<file path="src/rtl/asw_pkg.sv">
// Shared constants, types and codes for the allpass stereo widener.
// No dependencies; every other file in rtl/ imports this package.
package asw_pkg;

   localparam int STAGE_COUNT = 21;
   localparam int SAMPLE_BITS = 24;
   localparam int STAGE_BITS  = $clog2(STAGE_COUNT);
   localparam int FRAC_BITS   = 23;
   localparam int WIDTH_BITS  = 24;
   localparam int PAN_BITS    = 25;
   localparam int COEF_BITS   = 25;
   localparam int OPND_BITS   = (SAMPLE_BITS + 1 > PAN_BITS) ? SAMPLE_BITS + 1 : PAN_BITS;
   localparam int PROD_BITS   = 2 * OPND_BITS;
   localparam int SUM_BITS    = PROD_BITS + 1;

   localparam int CSR_ADDR_BITS = 4;
   localparam int CSR_DATA_BITS = 32;

   localparam logic [STAGE_BITS-1:0] TOP_STAGE = STAGE_BITS'(STAGE_COUNT - 1);

   typedef enum logic [1:0] {
      REG_STEREO_WIDTH  = 2'd0,
      REG_PAN_COSINE    = 2'd1,
      REG_PAN_SINE      = 2'd2,
      REG_BYPASS_ENABLE = 2'd3
   } asw_reg_type;

   typedef struct packed {
      logic        [WIDTH_BITS-1:0] stereo_width;
      logic signed [PAN_BITS-1:0]   pan_cosine;
      logic signed [PAN_BITS-1:0]   pan_sine;
      logic                         bypass_enable;
   } asw_cfg_type;

   typedef enum logic [3:0] {
      OP_IDLE,
      OP_LOAD,
      OP_STAGE_MUL,
      OP_STAGE_ACC,
      OP_MUL_XW,
      OP_FORM_L,
      OP_MUL_A2W,
      OP_FORM_R,
      OP_MUL_LC,
      OP_MUL_RS,
      OP_SUM_LEFT,
      OP_MUL_RC,
      OP_MUL_LS,
      OP_DIFF_RIGHT,
      OP_BYPASS,
      OP_PUBLISH
   } asw_op_type;

   typedef enum logic [3:0] {
      ST_IDLE,
      ST_STAGE_MUL,
      ST_STAGE_ACC,
      ST_MUL_XW,
      ST_FORM_L,
      ST_MUL_A2W,
      ST_FORM_R,
      ST_MUL_LC,
      ST_MUL_RS,
      ST_SUM_LEFT,
      ST_MUL_RC,
      ST_MUL_LS,
      ST_DIFF_RIGHT,
      ST_BYPASS,
      ST_PUBLISH
   } asw_state_type;

   typedef struct packed {
      asw_op_type            op;
      logic                  chain;
      logic [STAGE_BITS-1:0] stage;
   } asw_cmd_type;

endpackage

</file>
<file path="src/rtl/asw_csr.sv">
// Configuration register bank behind the APB-style port.
// Depends on asw_pkg for register codes and the config struct.
module asw_csr import asw_pkg::*; (
   input  logic                     clock,
   input  logic                     reset,
   input  logic                     psel,
   input  logic                     penable,
   input  logic                     pwrite,
   input  logic [CSR_ADDR_BITS-1:0] paddr,
   input  logic [CSR_DATA_BITS-1:0] pwdata,
   output logic [CSR_DATA_BITS-1:0] prdata,
   output logic                     pready,
   output asw_cfg_type              cfg
);

   asw_cfg_type cfg_ff;
   asw_cfg_type cfg_in;
   asw_reg_type reg_sel;
   logic        wr_en;

   assign reg_sel = asw_reg_type'(paddr[CSR_ADDR_BITS-1:2]);
   assign wr_en   = psel & penable & pwrite;
   assign pready  = 1'b1;
   assign cfg     = cfg_ff;

   always_comb begin
      cfg_in = cfg_ff;
      if (wr_en) begin
         unique case (reg_sel)
            REG_STEREO_WIDTH:  cfg_in.stereo_width  = pwdata[WIDTH_BITS-1:0];
            REG_PAN_COSINE:    cfg_in.pan_cosine    = pwdata[PAN_BITS-1:0];
            REG_PAN_SINE:      cfg_in.pan_sine      = pwdata[PAN_BITS-1:0];
            REG_BYPASS_ENABLE: cfg_in.bypass_enable = pwdata[0];
            default:           cfg_in = cfg_ff;
         endcase
      end
   end

   always_comb begin
      unique case (reg_sel)
         REG_STEREO_WIDTH:  prdata = CSR_DATA_BITS'(cfg_ff.stereo_width);
         REG_PAN_COSINE:    prdata = CSR_DATA_BITS'(cfg_ff.pan_cosine);
         REG_PAN_SINE:      prdata = CSR_DATA_BITS'(cfg_ff.pan_sine);
         REG_BYPASS_ENABLE: prdata = CSR_DATA_BITS'(cfg_ff.bypass_enable);
         default:           prdata = '0;
      endcase
   end

   always_ff @(posedge clock) begin
      if (reset) begin
         cfg_ff.stereo_width  <= '0;
         cfg_ff.pan_cosine    <= PAN_BITS'(1 << FRAC_BITS);
         cfg_ff.pan_sine      <= '0;
         cfg_ff.bypass_enable <= 1'b0;
      end else begin
         cfg_ff <= cfg_in;
      end
   end

endmodule

</file>
<file path="config.mk">
export PLATFORM = sky130hd
export DESIGN_NAME = asw_csr
export DESIGN_NICKNAME = d
export VERILOG_FILES = /design/src/rtl/asw_pkg.sv /design/src/rtl/asw_csr.sv
export SDC_FILE = /design/constraint.sdc
export NUM_CORES = 1
export LEC_CHECK = 0
export BUFFER_PORTS_ARGS = -buffer_cell sky130_fd_sc_hd__buf_2
export CORE_MARGIN = 10
export CORE_UTILIZATION = 48
export CTS_CLUSTER_DIAMETER = 40
export CTS_CLUSTER_SIZE = 20
export DETAILED_ROUTE_END_ITERATION = 6
export GPL_TIMING_DRIVEN = 0
export PLACE_DENSITY = 0.79
export SETUP_SLACK_MARGIN = 0.02
export SLEW_MARGIN = 10
export SYNTH_ARGS = -nofsm -noshare
export SYNTH_HDL_FRONTEND = slang
export SYNTH_SLANG_ARGS = --single-unit
</file>
<file path="constraint.sdc">
create_clock -name clock -period 1.45 [get_ports clock]
set_input_delay 0.2175 -clock clock [delete_from_list [all_inputs] [get_ports clock]]
set_output_delay 0.2175 -clock clock [all_outputs]
set_load 0.05 [all_outputs]
</file>
* Yosys cells after proc, flatten, opt, wreduce, memory -nomap -nowiden
Index checks and enable logic that the tools add are counted.
Cells by class: muxes and demuxes 1, reductions and logical operators 5, equality and inequality tests 3, bitwise operators 2
Operators with widths (number):
- 32-bit case mux with 4 select lines | 1
- 2-bit AND reduction | 4
- 2-bit equality test, second input constant | 2
- 1-bit AND | 2
- 2-bit by 1-bit equality test with 1-bit output, second input constant | 1
- 2-bit logical NOT | 1
Storage, ports and cells: word-level logic and storage cells 15, register bits 75, output and inout port bits 108, input bits 41

* Depth between registers and ports, before layout
depth after elaboration 3, gate-level depth with buffers 5, gate-level depth less buffers 3

* Least setup slack after synthesis
No wires, ideal clock.
path kind register to output, start register cfg_ff, in the netlist cfg[36], end output port prdata[10], arrival 1871 ps, data required time 1233 ps, path slack -639 ps, buffers on the path 0, cell stages (with the launch flop) 3, cell sequence dfxtp_1 mux2i_1 o21ai_0
Between the ends: cells in the longest elaborated chain, start to end 1
Ends and longest elaborated chain:
- start, declared | RTL line asw_csr.sv:16 | asw_cfg_type cfg_ff;
- start signal, assigned | RTL line asw_csr.sv:56 | cfg_ff <= cfg_in;
- 32-bit case mux with 4 select lines | RTL line asw_csr.sv:40 | unique case (reg_sel)
- end, declared | RTL line asw_csr.sv:11 | output logic [CSR_DATA_BITS-1:0] prdata,
No other way between the ends.

* Worst setup path in the final report
start register cfg_ff, in the netlist cfg[0], end output port prdata[0]
The elaborated chain is that of the path after synthesis.

==> impl_metrics.tcl <==
set metrics [dict create \
    cp-end-kind "output port" \
    synth_cell_types 23 \
    r2r-start "cfg[0]" \
    grt_max_degree 13 \
    place_inst 606 \
    ys_seq_elements 75 \
    synth_fp_nets 411 \
    antenna_found_initial 0 \
    pin_count 149 \
    antenna_cells 0 \
    p_leak_nw 2.61 \
    period_share_pct 108 \
    cts_hold_buffers 0 \
    slew_headroom_pct 63.6 \
    whs_ns 0.142 \
    syn_to_final_growth_pct 47.7 \
    multiInputGateArea_sq_um 2170 \
    violations "setup timing" \
    fin_skew_ns 0 \
    power.internal_w 0.00334 \
    slew_viol_final 0 \
    fin_ws_ns -0.113 \
    gp_congestion 0.793 \
    drive_above_1_share_pct 44.1 \
    cp_data_arrival_time_ns 1.35 \
    grtUsageTotal_pct 20.3 \
    p_clk_share_pct 39.2 \
    cellPowerDensity_nw_per_um2 846 \
    wl_per_cell_um 19.8 \
    post-route-min-period_ns 1.56 \
    clk_latency_ns 0.35 \
    cap_violations 0 \
    dr_total_vias 3271 \
    p_seq_share_pct 46.6 \
    syn_area_sq_um 3630 \
    synth_area_leader_cell "dfxtp_1" \
    overflow 0 \
    drtAntennaViolNets 0 \
    via_per_inst 5.19 \
    clkSlewWorstSetupHoldPaths_ns 0.08 \
    hold_start "pwdata[0]" \
    largest_reg_flops 75 \
    critical_path_required_ns 1.23 \
    hold_viol 0 \
    synthTopCellsByArea "dfxtp_1 (41%), mux2i_1 (27%), nand2b_1 (17%), o21ai_0 (3.3%), nand2_1 (2.6%)" \
    drt_wl_total_mm 12.5 \
    layout_common_cells "buf_2 (106), nand2b_1 (98), mux2i_1 (86), dfxtp_1 (67)" \
    fp.coreArea_sq_um 7290 \
    htree_levels 3 \
    drt_first_pass_iters 4 \
    clock_sinks 75 \
    cts_tree "done" \
    worstSetupPathType "reg2out" \
    hp-class "in2reg" \
    clk_path_buf_depth 2 \
    rsz0062_at_grt "yes" \
    p_sw_w 0.00119 \
    preCtsSetupSlack_ns -0.561 \
    io_buffers 137 \
    yosys_warnings 0 \
    grt_pass1_wl_mm 18.3 \
    grt_pass1_vias 3400 \
    clock.fmax_mhz 640 \
    cts_root_buffer "clkbuf_8" \
    status "finished, violations left" \
    dieArea_sq_um 11400 \
    cts_buffers 9 \
    worstSetupStartpoint "cfg[0]" \
    syn_inst 370 \
    dieHeight_um 107 \
    synth_top_area_share_pct 41.4 \
    drt_iter0_drc 152 \
    cp-start-kind "flip-flop" \
    n_fill_cell 547 \
    final_cells 630 \
    final-setup-viol-count 8 \
    regArea_sq_um 1510 \
    post_synth.cell_area_avg_sq_um 9.81 \
    ys_seq_area_share_pct 41.4 \
    tightest_slew_ns 0.546 \
    nets 568 \
    vdd_ir_drop_max_mv 0.610 \
    die_w_um 107 \
    dp_hpwl_mm 8.60 \
    drc 0 \
    start_util_pct 49.8 \
    cp_max_fo 2 \
    fp-row-count 31 \
    p_sw_share_pct 26.3 \
    power_frac_comb_pct 14.2 \
    layout_commonest_cell "buf_2" \
]
==> worst max-delay path, cell delays in order (launching register included) <==
cell and delay [ns]:
dfxtp_2 0.34, mux4_2 0.49, buf_8 0.17
==> per-stage QoR <==
stage	instance area (sq um)	utilization, %	setup TNS, ns	power, W
floorplan	3780	-	-0.508	0.00253
global placement	4590	62.9	-9.14	0.00269
detailed placement	4590	62.9	-9.43	0.00269
CTS	5100	70.0	-0.385	0.00448
global route	5360	73.5	-0.559	0.00465
finish	5360	73.5	-0.414	0.00453
==> cell usage after synthesis <==
library cell / instances
and2b_1: 1
nor2_1: 2
and3_1: 1
mux4_2: 1
nor2b_1: 1
or3_4: 1
nand2_1: 25
and2_1: 1
buf_4: 12
a21oi_1: 1
conb_1: 1
nand2_2: 1
nand3_1: 1
dfxtp_1: 75
a22o_1: 1
o21ai_0: 24
buf_2: 5
nand2b_1: 98
mux2i_1: 97
clkbuf_1: 15
nor3_2: 1
buf_6: 4
nand4_1: 1
==> layout make-up <==
| class | instances | share of cell area [%] |
|---|---|---|
| Clock inverter | 5 | 1.45 |
| Multi-Input combinational cell | 259 | 40.5 |
| Buffer | 36 | 6.26 |
| Clock buffer | 10 | 2.57 |
| Sequential cell | 75 | 28.2 |
| Timing Repair Buffer | 146 | 18.7 |
| Tap cell | 99 | 2.31 |
==> path summary, 6_finish.rpt <==
kind | endpoint | slack, ns | cells after the start
worst min register to register | cfg[45] | 0.49 | 2
worst min-delay path | cfg[0] | 0.14 | 3
worst max-delay path | prdata[0] | -0.11 | 2
worst max register to register | cfg[0] | 0.67 | 3
==> layer usage <==
| layer | share of wire [%] | GRT usage, % | up-vias | wire length, um |
|---|---|---|---|---|
| met5 | 0 | 0 | - | 0 |
| met2 | 48 | 33.3 | 121 | 5970 |
| met1 | 42 | 23.9 | 1577 | 5260 |
| met3 | 8.1 | 6.77 | 21 | 1010 |
| met4 | 1.8 | 7.83 | 0 | 222 |
| li1 | - | - | 1552 | - |
==> repair_timing <==
| action | in CTS | in global routing |
|---|---|---|
| setup buffers | 1 | 5 |
| gates resized for setup | 85 | 40 |
| pin swaps | 1 | 1 |
| gates cloned | 0 | 3 |
| setup endpoints to repair | 29 | 32 |
==> power groups by stage <==
stage / Sequential, W / Combinational [W] / Clock, W
4_1_cts: 0.00211 / 0.000583 / 0.00179
2_1_floorplan: 0.00224 / 0.000283 / 0
3_3_place_gp: 0.00215 / 0.000535 / 0
3_5_place_dp: 0.00215 / 0.000539 / 0
6_report: 0.00211 / 0.000644 / 0.00178
5_1_grt: 0.00211 / 0.000676 / 0.00186
==> logic make-up after synthesis <==
family,Yosys count,share of synthesized area (%)
buffers and inverters,36,5.97
AO/OA/AOI/OAI,26,3.69
AND/OR/NAND/NOR,134,21.5
flip-flops,75,41.4
other,1,0.103
multiplexers,98,27.4
(Power assumes the default switching activity.)
