$ cat src/rtl/asw_pkg.sv
// Shared constants, types and codes for the allpass stereo widener.
// No dependencies; every other file in rtl/ imports this package.
package asw_pkg;

   localparam int STAGE_COUNT = 21;
   localparam int SAMPLE_BITS = 24;
   localparam int STAGE_BITS  = $clog2(STAGE_COUNT);
   localparam int FRAC_BITS   = 23;
   localparam int WIDTH_BITS  = 24;
   localparam int PAN_BITS    = 25;
   localparam int COEF_BITS   = 25;
   localparam int OPND_BITS   = (SAMPLE_BITS + 1 > PAN_BITS) ? SAMPLE_BITS + 1 : PAN_BITS;
   localparam int PROD_BITS   = 2 * OPND_BITS;
   localparam int SUM_BITS    = PROD_BITS + 1;

   localparam int CSR_ADDR_BITS = 4;
   localparam int CSR_DATA_BITS = 32;

   localparam logic [STAGE_BITS-1:0] TOP_STAGE = STAGE_BITS'(STAGE_COUNT - 1);

   typedef enum logic [1:0] {
      REG_STEREO_WIDTH  = 2'd0,
      REG_PAN_COSINE    = 2'd1,
      REG_PAN_SINE      = 2'd2,
      REG_BYPASS_ENABLE = 2'd3
   } asw_reg_type;

   typedef struct packed {
      logic        [WIDTH_BITS-1:0] stereo_width;
      logic signed [PAN_BITS-1:0]   pan_cosine;
      logic signed [PAN_BITS-1:0]   pan_sine;
      logic                         bypass_enable;
   } asw_cfg_type;

   typedef enum logic [3:0] {
      OP_IDLE,
      OP_LOAD,
      OP_STAGE_MUL,
      OP_STAGE_ACC,
      OP_MUL_XW,
      OP_FORM_L,
      OP_MUL_A2W,
      OP_FORM_R,
      OP_MUL_LC,
      OP_MUL_RS,
      OP_SUM_LEFT,
      OP_MUL_RC,
      OP_MUL_LS,
      OP_DIFF_RIGHT,
      OP_BYPASS,
      OP_PUBLISH
   } asw_op_type;

   typedef enum logic [3:0] {
      ST_IDLE,
      ST_STAGE_MUL,
      ST_STAGE_ACC,
      ST_MUL_XW,
      ST_FORM_L,
      ST_MUL_A2W,
      ST_FORM_R,
      ST_MUL_LC,
      ST_MUL_RS,
      ST_SUM_LEFT,
      ST_MUL_RC,
      ST_MUL_LS,
      ST_DIFF_RIGHT,
      ST_BYPASS,
      ST_PUBLISH
   } asw_state_type;

   typedef struct packed {
      asw_op_type            op;
      logic                  chain;
      logic [STAGE_BITS-1:0] stage;
   } asw_cmd_type;

endpackage

$ cat src/rtl/asw_ctrl.sv
// Sequencer: walks both allpass cascades stage by stage, then the mix steps, or takes the bypass path.
// Depends on asw_pkg for state, op and command types.
module asw_ctrl import asw_pkg::*; (
   input  logic        clock,
   input  logic        reset,
   input  logic        req_valid,
   output logic        req_stall,
   output logic        rsp_valid,
   input  logic        rsp_stall,
   input  logic        bypass_enable,
   output asw_cmd_type cmd
);

   asw_state_type         state_ff, state_in;
   logic [STAGE_BITS-1:0] stage_ff, stage_in;
   logic                  chain_ff, chain_in;
   logic                  rsp_valid_ff, rsp_valid_in;
   logic                  out_free;

   assign out_free  = !rsp_valid_ff || !rsp_stall;
   assign rsp_valid = rsp_valid_ff;

   // next state
   always_comb begin
      state_in = state_ff;
      stage_in = stage_ff;
      chain_in = chain_ff;
      unique case (state_ff)
         ST_IDLE: begin
            if (req_valid) begin
               if (bypass_enable) begin
                  state_in = ST_BYPASS;
               end else begin
                  state_in = ST_STAGE_MUL;
                  stage_in = TOP_STAGE;
                  chain_in = 1'b0;
               end
            end
         end
         ST_STAGE_MUL: state_in = ST_STAGE_ACC;
         ST_STAGE_ACC: begin
            if (stage_ff == '0) begin
               if (!chain_ff) begin
                  chain_in = 1'b1;
                  stage_in = TOP_STAGE;
                  state_in = ST_STAGE_MUL;
               end else begin
                  state_in = ST_MUL_XW;
               end
            end else begin
               stage_in = stage_ff - 1'b1;
               state_in = ST_STAGE_MUL;
            end
         end
         ST_MUL_XW:     state_in = ST_FORM_L;
         ST_FORM_L:     state_in = ST_MUL_A2W;
         ST_MUL_A2W:    state_in = ST_FORM_R;
         ST_FORM_R:     state_in = ST_MUL_LC;
         ST_MUL_LC:     state_in = ST_MUL_RS;
         ST_MUL_RS:     state_in = ST_SUM_LEFT;
         ST_SUM_LEFT:   state_in = ST_MUL_RC;
         ST_MUL_RC:     state_in = ST_MUL_LS;
         ST_MUL_LS:     state_in = ST_DIFF_RIGHT;
         ST_DIFF_RIGHT: state_in = ST_PUBLISH;
         ST_BYPASS:     state_in = ST_PUBLISH;
         ST_PUBLISH: begin
            if (out_free) begin
               state_in = ST_IDLE;
            end
         end
         default: state_in = ST_IDLE;
      endcase
   end

   // outputs
   always_comb begin
      cmd.chain    = chain_ff;
      cmd.stage    = stage_ff;
      req_stall    = (state_ff != ST_IDLE);
      rsp_valid_in = rsp_valid_ff && rsp_stall;
      unique case (state_ff)
         ST_IDLE:       cmd.op = req_valid ? OP_LOAD : OP_IDLE;
         ST_STAGE_MUL:  cmd.op = OP_STAGE_MUL;
         ST_STAGE_ACC:  cmd.op = OP_STAGE_ACC;
         ST_MUL_XW:     cmd.op = OP_MUL_XW;
         ST_FORM_L:     cmd.op = OP_FORM_L;
         ST_MUL_A2W:    cmd.op = OP_MUL_A2W;
         ST_FORM_R:     cmd.op = OP_FORM_R;
         ST_MUL_LC:     cmd.op = OP_MUL_LC;
         ST_MUL_RS:     cmd.op = OP_MUL_RS;
         ST_SUM_LEFT:   cmd.op = OP_SUM_LEFT;
         ST_MUL_RC:     cmd.op = OP_MUL_RC;
         ST_MUL_LS:     cmd.op = OP_MUL_LS;
         ST_DIFF_RIGHT: cmd.op = OP_DIFF_RIGHT;
         ST_BYPASS:     cmd.op = OP_BYPASS;
         ST_PUBLISH: begin
            cmd.op = out_free ? OP_PUBLISH : OP_IDLE;
            if (out_free) begin
               rsp_valid_in = 1'b1;
            end
         end
         default:       cmd.op = OP_IDLE;
      endcase
   end

   always_ff @(posedge clock) begin
      if (reset) begin
         state_ff     <= ST_IDLE;
         stage_ff     <= '0;
         chain_ff     <= 1'b0;
         rsp_valid_ff <= 1'b0;
      end else begin
         state_ff     <= state_in;
         stage_ff     <= stage_in;
         chain_ff     <= chain_in;
         rsp_valid_ff <= rsp_valid_in;
      end
   end

endmodule

$ cat config.mk
export PLATFORM = sky130hd
export DESIGN_NAME = asw_ctrl
export DESIGN_NICKNAME = d
export VERILOG_FILES = /design/src/rtl/asw_pkg.sv /design/src/rtl/asw_ctrl.sv
export SDC_FILE = /design/constraint.sdc
export NUM_CORES = 1
export LEC_CHECK = 0
export BUFFER_PORTS_ARGS = -buffer_cell sky130_fd_sc_hd__buf_2
export CORE_MARGIN = 4
export CORE_UTILIZATION = 54
export DETAILED_ROUTE_END_ITERATION = 7
export PLACE_DENSITY = 0.8
export SYNTH_ARGS = -nofsm -noshare
export SYNTH_HDL_FRONTEND = slang
export SYNTH_SLANG_ARGS = --single-unit
$ cat constraint.sdc
create_clock -name clock -period 2.4 [get_ports clock]
set_input_delay 0.72 -clock clock [delete_from_list [all_inputs] [get_ports clock]]
set_output_delay 0.72 -clock clock [all_outputs]
set_load 0.02 [all_outputs]
==> Word-level counts from Yosys, hierarchy flattened <==
Index checks and enable logic that the tools add are counted.
{ "totals": {"input_bits": 5, "word_cells": 56, "ramBits": 0, "mem_bits_ro": 0, "output_inout_bits": 12, "memories": 0, "latchBits": 0, "register_bits": 11} }
{ "classes": {"n_addsub": 1, "shift": 0, "n_eq_ne": 19, "n_mul": 0, "n_reduce_logical": 12, "order_cmp": 0, "muxes": 20, "n_div": 0, "bitwise": 0} }
{ "op_table": {"columns": ["operator", "count"], "rows": [
  ["4-bit case mux with 15 select lines", 1],
  ["4-bit case mux with 14 select lines", 1],
  ["4-bit equality test (second input constant)", 7],
  ["4-bit 2-to-1 mux", 5],
  ["5-bit 2-to-1 mux", 4],
  ["4-bit by 3-bit equality test with 1-bit output (second input constant)", 4],
  ["5-bit case mux with 2 select lines", 1],
  ["4-bit by 2-bit equality test with 1-bit output (second input constant)", 2],
  ["2-bit != test (second input constant)", 4],
  ["4-bit AND reduction", 2],
  ["1-bit 2-to-1 mux", 6],
  ["5-bit zero test", 1],
  ["5-bit by 1-bit subtractor with 5-bit output (second input constant)", 1],
  ["4-bit by 1-bit equality test with 1-bit output (second input constant)", 1],
  ["4-bit zero test", 1],
  ["4-bit nonzero test", 1],
  ["3-bit != test (second input constant)", 1],
  ["1-bit zero test", 2],
  ["2-bit 2-to-1 mux", 1],
  ["1-bit case mux with 2 select lines", 1],
  ["2-bit AND reduction", 1],
  ["2-bit nonzero test", 1],
  ["2-bit OR reduction", 1],
  ["1-bit logical AND", 1],
  ["1-bit logical OR", 1]
]} }

==> Logic depth before layout (Yosys ltp) <==
Gate-level depths: netlist (run 1).
{ "depth": {"ltp_word": 4, "depth_mapped": 5, "depth_no_buf": 5} }

==> Worst setup path before layout (run 1) <==
No wires, ideal clock.
{ "synth_path": {"path_kind": "in2out", "startpoint": "input port rsp_stall", "endpoint": "output port cmd[6] in the netlist's numbering", "cell_stages": 2, "t_required_ps": 1680, "n_path_buf": 0, "t_arrival_ps": 1526, "slack_ps": 154, "cell_sequence": "and3_1 -> a311oi_1"} }
{ "synth_lines": {"columns": ["item", "line_no", "source"], "rows": [
  ["start, declared", "asw_ctrl.sv:9", "input logic rsp_stall,"],
  ["end, declared", "asw_ctrl.sv:11", "output asw_cmd_type cmd"]
]} }

==> flow_metrics.tcl, run 1 <==
set metrics [dict create \
    gr-usage-all-layers 0.180 \
    end_kind "primary output" \
    synth-main-ff-cell "dfxtp_1" \
    cts_sinks 11 \
    fmax_ghz 0.443 \
    finish.utilization 0.684 \
    r2r_slack_ns 0.67 \
    max_stage_delay_ns 0.62 \
    slew_headroom 0.628 \
    cts.path.max_buffers 2 \
    crit_fanout 13 \
    final_common_cell "buf_2" \
    grt_busiest_layer "met1" \
    clkTransAtPathRegs_ns 0.07 \
    coreArea_um2 1170 \
    grt_overflow 0 \
    postSynthCellCount 87 \
    start_util 0.599 \
    critPathMostFrequentCell "nand2_1" \
    numCtsBuffers 3 \
    seqPwrFrac 0.434 \
    place_ws_ns 0.208 \
    ys_types 38 \
    p_sw_frac 0.401 \
    crit_family "flip-flops" \
    diodes 0 \
    fin_nets 108 \
    async_flop_share 0 \
    hold_path.class "reg2reg" \
    grtUsageMet2 0.233 \
    dp_cells 111 \
    die_area_um2 1940 \
    cts_hold_buf 0 \
    final_cell_area_um2 801 \
    grt_first_pass_wirelength_um 2650 \
    numPortBuffers 16 \
    syn_avg_cell_area_um2 8.07 \
    cp.arrival_ns 1.54 \
    grt_use_met1 0.271 \
    grtUsageMet3 0.0244 \
    routed_wl_um 1660 \
    ant_nets 0 \
    power_density_nw_per_um2 752 \
    period_share 0.941 \
    die_h_um 44.1 \
    grt_max_degree 16 \
    tns_ns 0 \
    netlist_area_um2 702 \
    syn_nets 93 \
    synth-seq-cells 11 \
    max_slew.worst_pin.slew_ns 0.557 \
    power_frac_comb 0.352 \
    grt_pass1_vias 582 \
    reg2reg_from "state_ff[1]" \
    first_iter_violations 28 \
    num-fill-cells 98 \
    cts_setup_buffers 0 \
    p_clk_frac 0.214 \
    place_congestion 0.830 \
    drc 0 \
    final_max_slew_viol_count 0 \
    drive_above_1_share 0.248 \
    synth_edf_count 0 \
    reg2reg_depth 5 \
    cts_max_level 1 \
    required_ns 1.68 \
    crit_type "reg2out" \
    fin_ws_ns 0.142 \
    power_switching_mw 0.241 \
    drt-wirelength-per-cell_um 14.5 \
    vias 707 \
    placed_area_um2 773 \
    cts-root-buf "clkbuf_4" \
    path_buf_inv 1 \
    synth_warnings 0 \
    ys_seq_area_frac 0.314 \
    grt_setup_unrepaired "no" \
    finalClockSkew_ns 0.00310 \
    vias_per_cell 6.15 \
    r2r-end "stage_ff[0]" \
    cp-start-kind "register" \
    dr.pass1.iters 5 \
    fp.dieW_um 44.1 \
    critPathLaunch "state_ff[3]" \
    cts_tree "yes" \
    cp-endpoint "cmd[8]" \
    ios 17 \
    std_cell_rows 12 \
    crit_chain "and3_1 > o21ai_0 > nand2_1 > nand2_1 > buf_2" \
    status "finished clean" \
    drv_cap 0 \
    hpwl_um 1180 \
    multi_input_area_um2 433 \
    ir_worst_vdd_mv 0.399 \
    regArea_um2 221 \
    ctsResizeCount 0 \
    finalSetupViolations 0 \
    antenna_found_initial 0 \
    crit_slowest_cell "dfxtp_1" \
    hold_violations 0 \
    path_depth 5 \
    insertion_delay_ns 0.27 \
    p_int_mw 0.361 \
    layout_common_cells "buf_2 (16), nand2_1 (10), dfxtp_1 (10)" \
    stdcell_count 115 \
    syn_to_final_growth_pct 14.1 \
    post-route-min-period_ns 2.26 \
    p_leak_nw 0.322 \
]
## synth_stat cells (all sizes together), types with 3 or more instances
cell / count / area, um^2
nor2: 5 / 18.8
inv: 4 / 15.0
dfxtp: 11 / 220
buf: 5 / 26.3
a31oi: 4 / 25.0
a21oi: 6 / 33.8
nand2b: 6 / 37.5
o21ai: 3 / 15.0
nand2: 10 / 37.5
nor4b: 3 / 41.3
## logic make-up (layout without fill, tap and decap cells)
family / Yosys count / after routing / share of synthesized area
buffers and inverters: 11 / 25 / 0.0695
flip-flops: 11 / 11 / 0.314
AND/OR/NAND/NOR: 36 / 36 / 0.316
XOR/XNOR: 1 / 1 / 0.0125
multiplexers: 2 / 2 / 0.0285
adder cells (fa/ha/maj): 1 / 1 / 0.0178
AO/OA/AOI/OAI: 25 / 25 / 0.242
## registers in the layout, summed over array words and instances, names as in the netlist
register,count
stage_ff,5
state_ff,4
chain_ff,1
rsp_valid,1
## how the worst min path moves through the flow
| stage | start | to | cells after the start |
|---|---|---|---|
| after floorplan | chain_ff | state_ff[1] | 2 |
| after global placement | chain_ff | chain_ff | 2 |
| after detailed placement | chain_ff | chain_ff | 2 |
| after CTS | chain_ff | chain_ff | 2 |
| after global routing | chain_ff | chain_ff | 2 |
| final | chain_ff | chain_ff | 2 |
## area by class of cell
type | instances | share of cell area
Multi-Input combinational cell | 65 | 0.541
Tap cell | 14 | 0.0219
Clock buffer | 4 | 0.0328
Inverter | 4 | 0.0188
Timing Repair Buffer | 17 | 0.109
Sequential cell | 11 | 0.277
## metrics by stage
stage          power [mW]  hold WS (ns)
5_1_grt             0.644         0.531
3_5_place_dp        0.472         0.493
6_report            0.602         0.507
4_1_cts             0.604         0.507
2_1_floorplan       0.414         0.474
3_3_place_gp        0.466         0.485
## power groups by stage
stage                     sequential, mW  combinational (mW)  clock (mW)
after CTS                          0.257               0.212       0.136
final                              0.261               0.212       0.129
after global placement             0.258               0.207           0
after global routing               0.265               0.233       0.145
after detailed placement           0.262               0.210           0
after floorplan                    0.241               0.173           0
## layer usage
layer,up-vias,wire length (um)
met3,4,99
met1,326,768
met2,26,771
met5,-,0
li1,351,-
met4,0,24
## worst reg2reg max path, stage by stage, from the launching register on
cell      delay (ns)
dfxtp_1         0.60
buf_4           0.23
nor4b_4         0.28
nand2b_1        0.15
nand2b_1        0.21
o22ai_1         0.17
Note: power is estimated with default switching activity, not from simulation.
==> inputs of run 2 (changes only) <==
--- a/config.mk
+++ b/config.mk
@@ -5,11 +5,11 @@
 export SDC_FILE = /design/constraint.sdc
 export NUM_CORES = 1
 export LEC_CHECK = 0
+export ABC_CLOCK_PERIOD_IN_PS = 2400
 export BUFFER_PORTS_ARGS = -buffer_cell sky130_fd_sc_hd__buf_2
 export CORE_MARGIN = 4
-export CORE_UTILIZATION = 54
+export CORE_UTILIZATION = 36
 export DETAILED_ROUTE_END_ITERATION = 7
-export PLACE_DENSITY = 0.8
 export SYNTH_ARGS = -nofsm -noshare
 export SYNTH_HDL_FRONTEND = slang
 export SYNTH_SLANG_ARGS = --single-unit
==> flow_metrics.tcl, run 2 (same netlist as run 1, synthesis figures left out) <==
set metrics [dict create \
    place_congestion 0.794 \
    finish.utilization 0.455 \
    antenna_found_initial 0 \
    grt_pass1_vias 632 \
    hold_path.class "reg2reg" \
    std_cell_rows 15 \
    final_common_cell "buf_2" \
    grt_overflow 0 \
    largest_reg_flops 5 \
    first_iter_violations 19 \
    post-route-min-period_ns 2.20 \
    fmax_ghz 0.454 \
    top_regs "stage_ff x5, state_ff x4" \
    vias 692 \
    period_share 0.917 \
    slew_headroom 0.632 \
    grt_first_pass_wirelength_um 2700 \
    ios 17 \
    finalClockSkew_ns 0.00281 \
    drv_cap 0 \
    cts_hold_buf 0 \
    hold_ws_ns 0.494 \
    cp-start-kind "primary input" \
    cts_setup_buffers 0 \
    dp_cells 121 \
    place_ws_ns 0.198 \
    die_area_um2 2720 \
    vias_per_cell 5.54 \
    insertion_delay_ns 0.27 \
    cts_tree "yes" \
    diodes 0 \
    die_h_um 52.2 \
    stdcell_count 125 \
    layout_common_cells "buf_2 (16), nand2_1 (10), dfxtp_1 (8)" \
    status "finished clean" \
    finalSetupViolations 0 \
    ctsResizeCount 0 \
    cts_max_level 1 \
    ant_nets 0 \
    max_slew.worst_pin.slew_ns 0.551 \
    p_leak_nw 0.320 \
    drive_above_1_share 0.270 \
    cts.path.max_buffers 2 \
    hold_violations 0 \
    clkTransAtPathRegs_ns 0.07 \
    start_util 0.394 \
    grt_setup_unrepaired "no" \
    hpwl_um 1120 \
    cts_sinks 11 \
    gr-usage-all-layers 0.129 \
    cp.arrival_ns 1.48 \
    grt_max_degree 20 \
    power_density_nw_per_um2 731 \
    syn_to_final_growth_pct 15.5 \
    tns_ns 0 \
    crit_type "in2out" \
    fin_ws_ns 0.198 \
    fp.dieW_um 52.2 \
    end_kind "primary output" \
    final_max_slew_viol_count 0 \
    fin_nets 107 \
    critPathMostFrequentCell "buf_2" \
    crit_slowest_cell "a311oi_1" \
    drc 0 \
    coreArea_um2 1780 \
    max_stage_delay_ns 0.25 \
    crit_chain "buf_2 > and3_1 > a311oi_1 > buf_2" \
    numPortBuffers 16 \
    top_register "stage_ff" \
    routed_wl_um 1560 \
    required_ns 1.68 \
    cts-root-buf "clkbuf_4" \
    drt-wirelength-per-cell_um 12.5 \
    ir_worst_vdd_mv 0.397 \
    numCtsBuffers 3 \
    crit_fanout 3 \
    dr.pass1.iters 4 \
]
run 2: cell type report:
type / count / area, um^2
multi-input cells: 65 / 433
inverters: 4 / 15.0
clock inverters: 1 / 5.00
clock buffers: 3 / 22.5
flip-flops and latches: 11 / 224
well taps: 25 / 31.3
repair buffers: 16 / 80.1
fillers: 183 / 972
run 2: power by group:
group / leakage [nW] / internal [mW] / total, mW / switching, mW
clock: 0.0177 / 0.0616 / 0.125 / 0.0638
sequential: 0.0910 / 0.205 / 0.263 / 0.0580
combinational: 0.212 / 0.0897 / 0.204 / 0.115
run 2: routing by layer:
metal,share of wire,up-vias,wire [um],global-route usage
met5,0,-,0,0
met4,0.0045,0,7,0.0170
met3,0.040,2,63,0.0516
met2,0.50,13,785,0.205
met1,0.45,328,706,0.170
li1,-,349,-,-
run 2: final timing paths:
check	from	endpoint	slack, ns	cells past startpoint
hold / removal	chain_ff	state_ff[1]	0.49	2
setup / recovery	rsp_stall	cmd[6]	0.20	4
hold reg to reg	chain_ff	state_ff[1]	0.49	2
setup reg to reg	stage_ff[0]	stage_ff[1]	0.78	5
run 2: per-stage QoR:
| stage | area (um^2) | total power, mW |
|---|---|---|
| after floorplan | 702 | 0.414 |
| after CTS | 807 | 0.599 |
| after global placement | 779 | 0.466 |
| final | 811 | 0.593 |
| after global routing | 811 | 0.638 |
| after detailed placement | 779 | 0.468 |
run 2: worst max-delay path: cells and delay by family:
kind                   cells  cell delay (ns)
AOI/OAI and AO/OA          1             0.25
buffers and inverters      2             0.31
and+or+nand+nor            1             0.19
==> inputs of run 3 (changes only) <==
--- a/config.mk
+++ b/config.mk
@@ -9,6 +9,7 @@
 export BUFFER_PORTS_ARGS = -buffer_cell sky130_fd_sc_hd__buf_2
 export CORE_MARGIN = 4
 export CORE_UTILIZATION = 36
+export CTS_BUF_LIST = sky130_fd_sc_hd__clkbuf_8
 export DETAILED_ROUTE_END_ITERATION = 7
 export SYNTH_ARGS = -nofsm -noshare
 export SYNTH_HDL_FRONTEND = slang
==> flow_metrics.tcl, run 3 (same netlist as run 1, synthesis figures left out) <==
set metrics [dict create \
    grt_max_degree 20 \
    required_ns 1.68 \
    critPathMostFrequentCell "nand2_1" \
    finalSetupViolations 0 \
    grt_first_pass_wirelength_um 2730 \
    ir_worst_vdd_mv 0.510 \
    seqPwrFrac 0.400 \
    start_util 0.394 \
    power_frac_comb 0.313 \
    die_area_um2 2720 \
    cts.path.max_buffers 2 \
    coreArea_um2 1780 \
    fin_ws_ns 0.193 \
    clkTransAtPathRegs_ns 0.05 \
    die_h_um 52.2 \
    numCtsBuffers 3 \
    routed_wl_um 1600 \
    final_common_cell "buf_2" \
    ios 17 \
    top_regs "stage_ff x5, state_ff x4" \
    top_register "stage_ff" \
    gr-usage-all-layers 0.134 \
    p_int_mw 0.408 \
    post-route-min-period_ns 2.21 \
    crit_chain "and3_1 > o21ai_0 > nand2_1 > nand2_1 > buf_2" \
    min_from "chain_ff" \
    place_ws_ns 0.198 \
    crit_fanout 13 \
    grt_setup_unrepaired "no" \
    hpwl_um 1120 \
    first_iter_violations 6 \
    crit_type "reg2out" \
    p_sw_frac 0.376 \
    drive_above_1_share 0.250 \
    layout_common_cells "buf_2 (16), nand2_1 (10), dfxtp_1 (10)" \
    final_max_slew_viol_count 0 \
    cp.arrival_ns 1.49 \
    cts_tree "yes" \
    hold_ws_ns 0.501 \
    slew_headroom 0.632 \
    syn_to_final_growth_pct 17.8 \
    fin_nets 107 \
    finalClockSkew_ns 0.00320 \
    hold_path.class "reg2reg" \
    diodes 0 \
    vias_per_cell 5.49 \
    tns_ns 0 \
    drc 0 \
    critPathLaunch "state_ff[3]" \
    largest_reg_flops 5 \
    p_leak_nw 0.327 \
    fmax_ghz 0.453 \
    grt_overflow 0 \
    finish.utilization 0.464 \
    numPortBuffers 16 \
    vias 686 \
    ant_nets 0 \
    cp-start-kind "register" \
    std_cell_rows 15 \
    dr.pass1.iters 4 \
    power_density_nw_per_um2 790 \
    p_clk_frac 0.287 \
    place_congestion 0.794 \
    drv_cap 0 \
    hold_violations 0 \
    max_stage_delay_ns 0.61 \
    end_kind "primary output" \
    status "finished clean" \
    finalPower_mw 0.653 \
    antenna_found_initial 0 \
    max_slew.worst_pin.slew_ns 0.551 \
    drt-wirelength-per-cell_um 12.8 \
    grt_pass1_vias 640 \
    insertion_delay_ns 0.24 \
    cts-root-buf "clkbuf_8" \
    period_share 0.920 \
    reg2reg_from "stage_ff[0]" \
    crit_slowest_cell "dfxtp_1" \
    cts_sinks 11 \
    fp.dieW_um 52.2 \
    cts_max_level 1 \
    cts_setup_buffers 0 \
    power_switching_mw 0.245 \
]
[run 3: routing by layer]
metal | up-vias | GRT usage | part of all wire
li1 | 349 | - | -
met1 | 329 | 0.166 | 0.45
met5 | - | 0 | 0
met2 | 6 | 0.211 | 0.51
met4 | 0 | 0.0426 | 0.0075
met3 | 2 | 0.0516 | 0.031
[run 3: power by group through the flow]
stage               Sequential (mW)  Combinational (mW)  Clock (mW)
floorplan                     0.241               0.173           0
global placement              0.262               0.204           0
detailed placement            0.264               0.205           0
CTS                           0.260               0.206       0.194
global route                  0.269               0.227       0.201
finish                        0.262               0.204       0.188
[run 3: final cells by class]
type | instances | area [um^2]
Tap cell | 25 | 31.3
Fill cell | 186 | 956
Clock buffer | 3 | 41.3
Clock inverter | 1 | 5.00
Timing Repair Buffer | 16 | 80.1
Sequential cell | 11 | 221
Multi-Input combinational cell | 65 | 433
Inverter | 4 | 15.0
[run 3: stage by stage]
step,instances,instance area (um^2)
4_1_cts,125,826
3_3_place_gp,121,779
5_1_grt,125,827
2_1_floorplan,87,702
3_5_place_dp,121,779
6_report,125,827
[run 3: what timing repair did]
action,4_1_cts,5_1_grt
endpoints found under the setup margin,0,1
gates resized for setup,0,1
hold buffers,0,0
[run 3: path summary, 6_finish.rpt]
| kind | depth (start not counted) | slack [ns] | end |
|---|---|---|---|
| max | 5 | 0.19 | cmd[8] |
| min | 2 | 0.50 | chain_ff |
| max reg2reg | 5 | 0.81 | stage_ff[1] |
| min reg2reg | 2 | 0.50 | chain_ff |
[run 3: worst max-delay path: cells and delay by family (launching register included)]
kind	cells	cell delay (ns)
simple gates	3	0.42
flops	1	0.61
buf+inv	1	0.15
compound gates	1	0.08
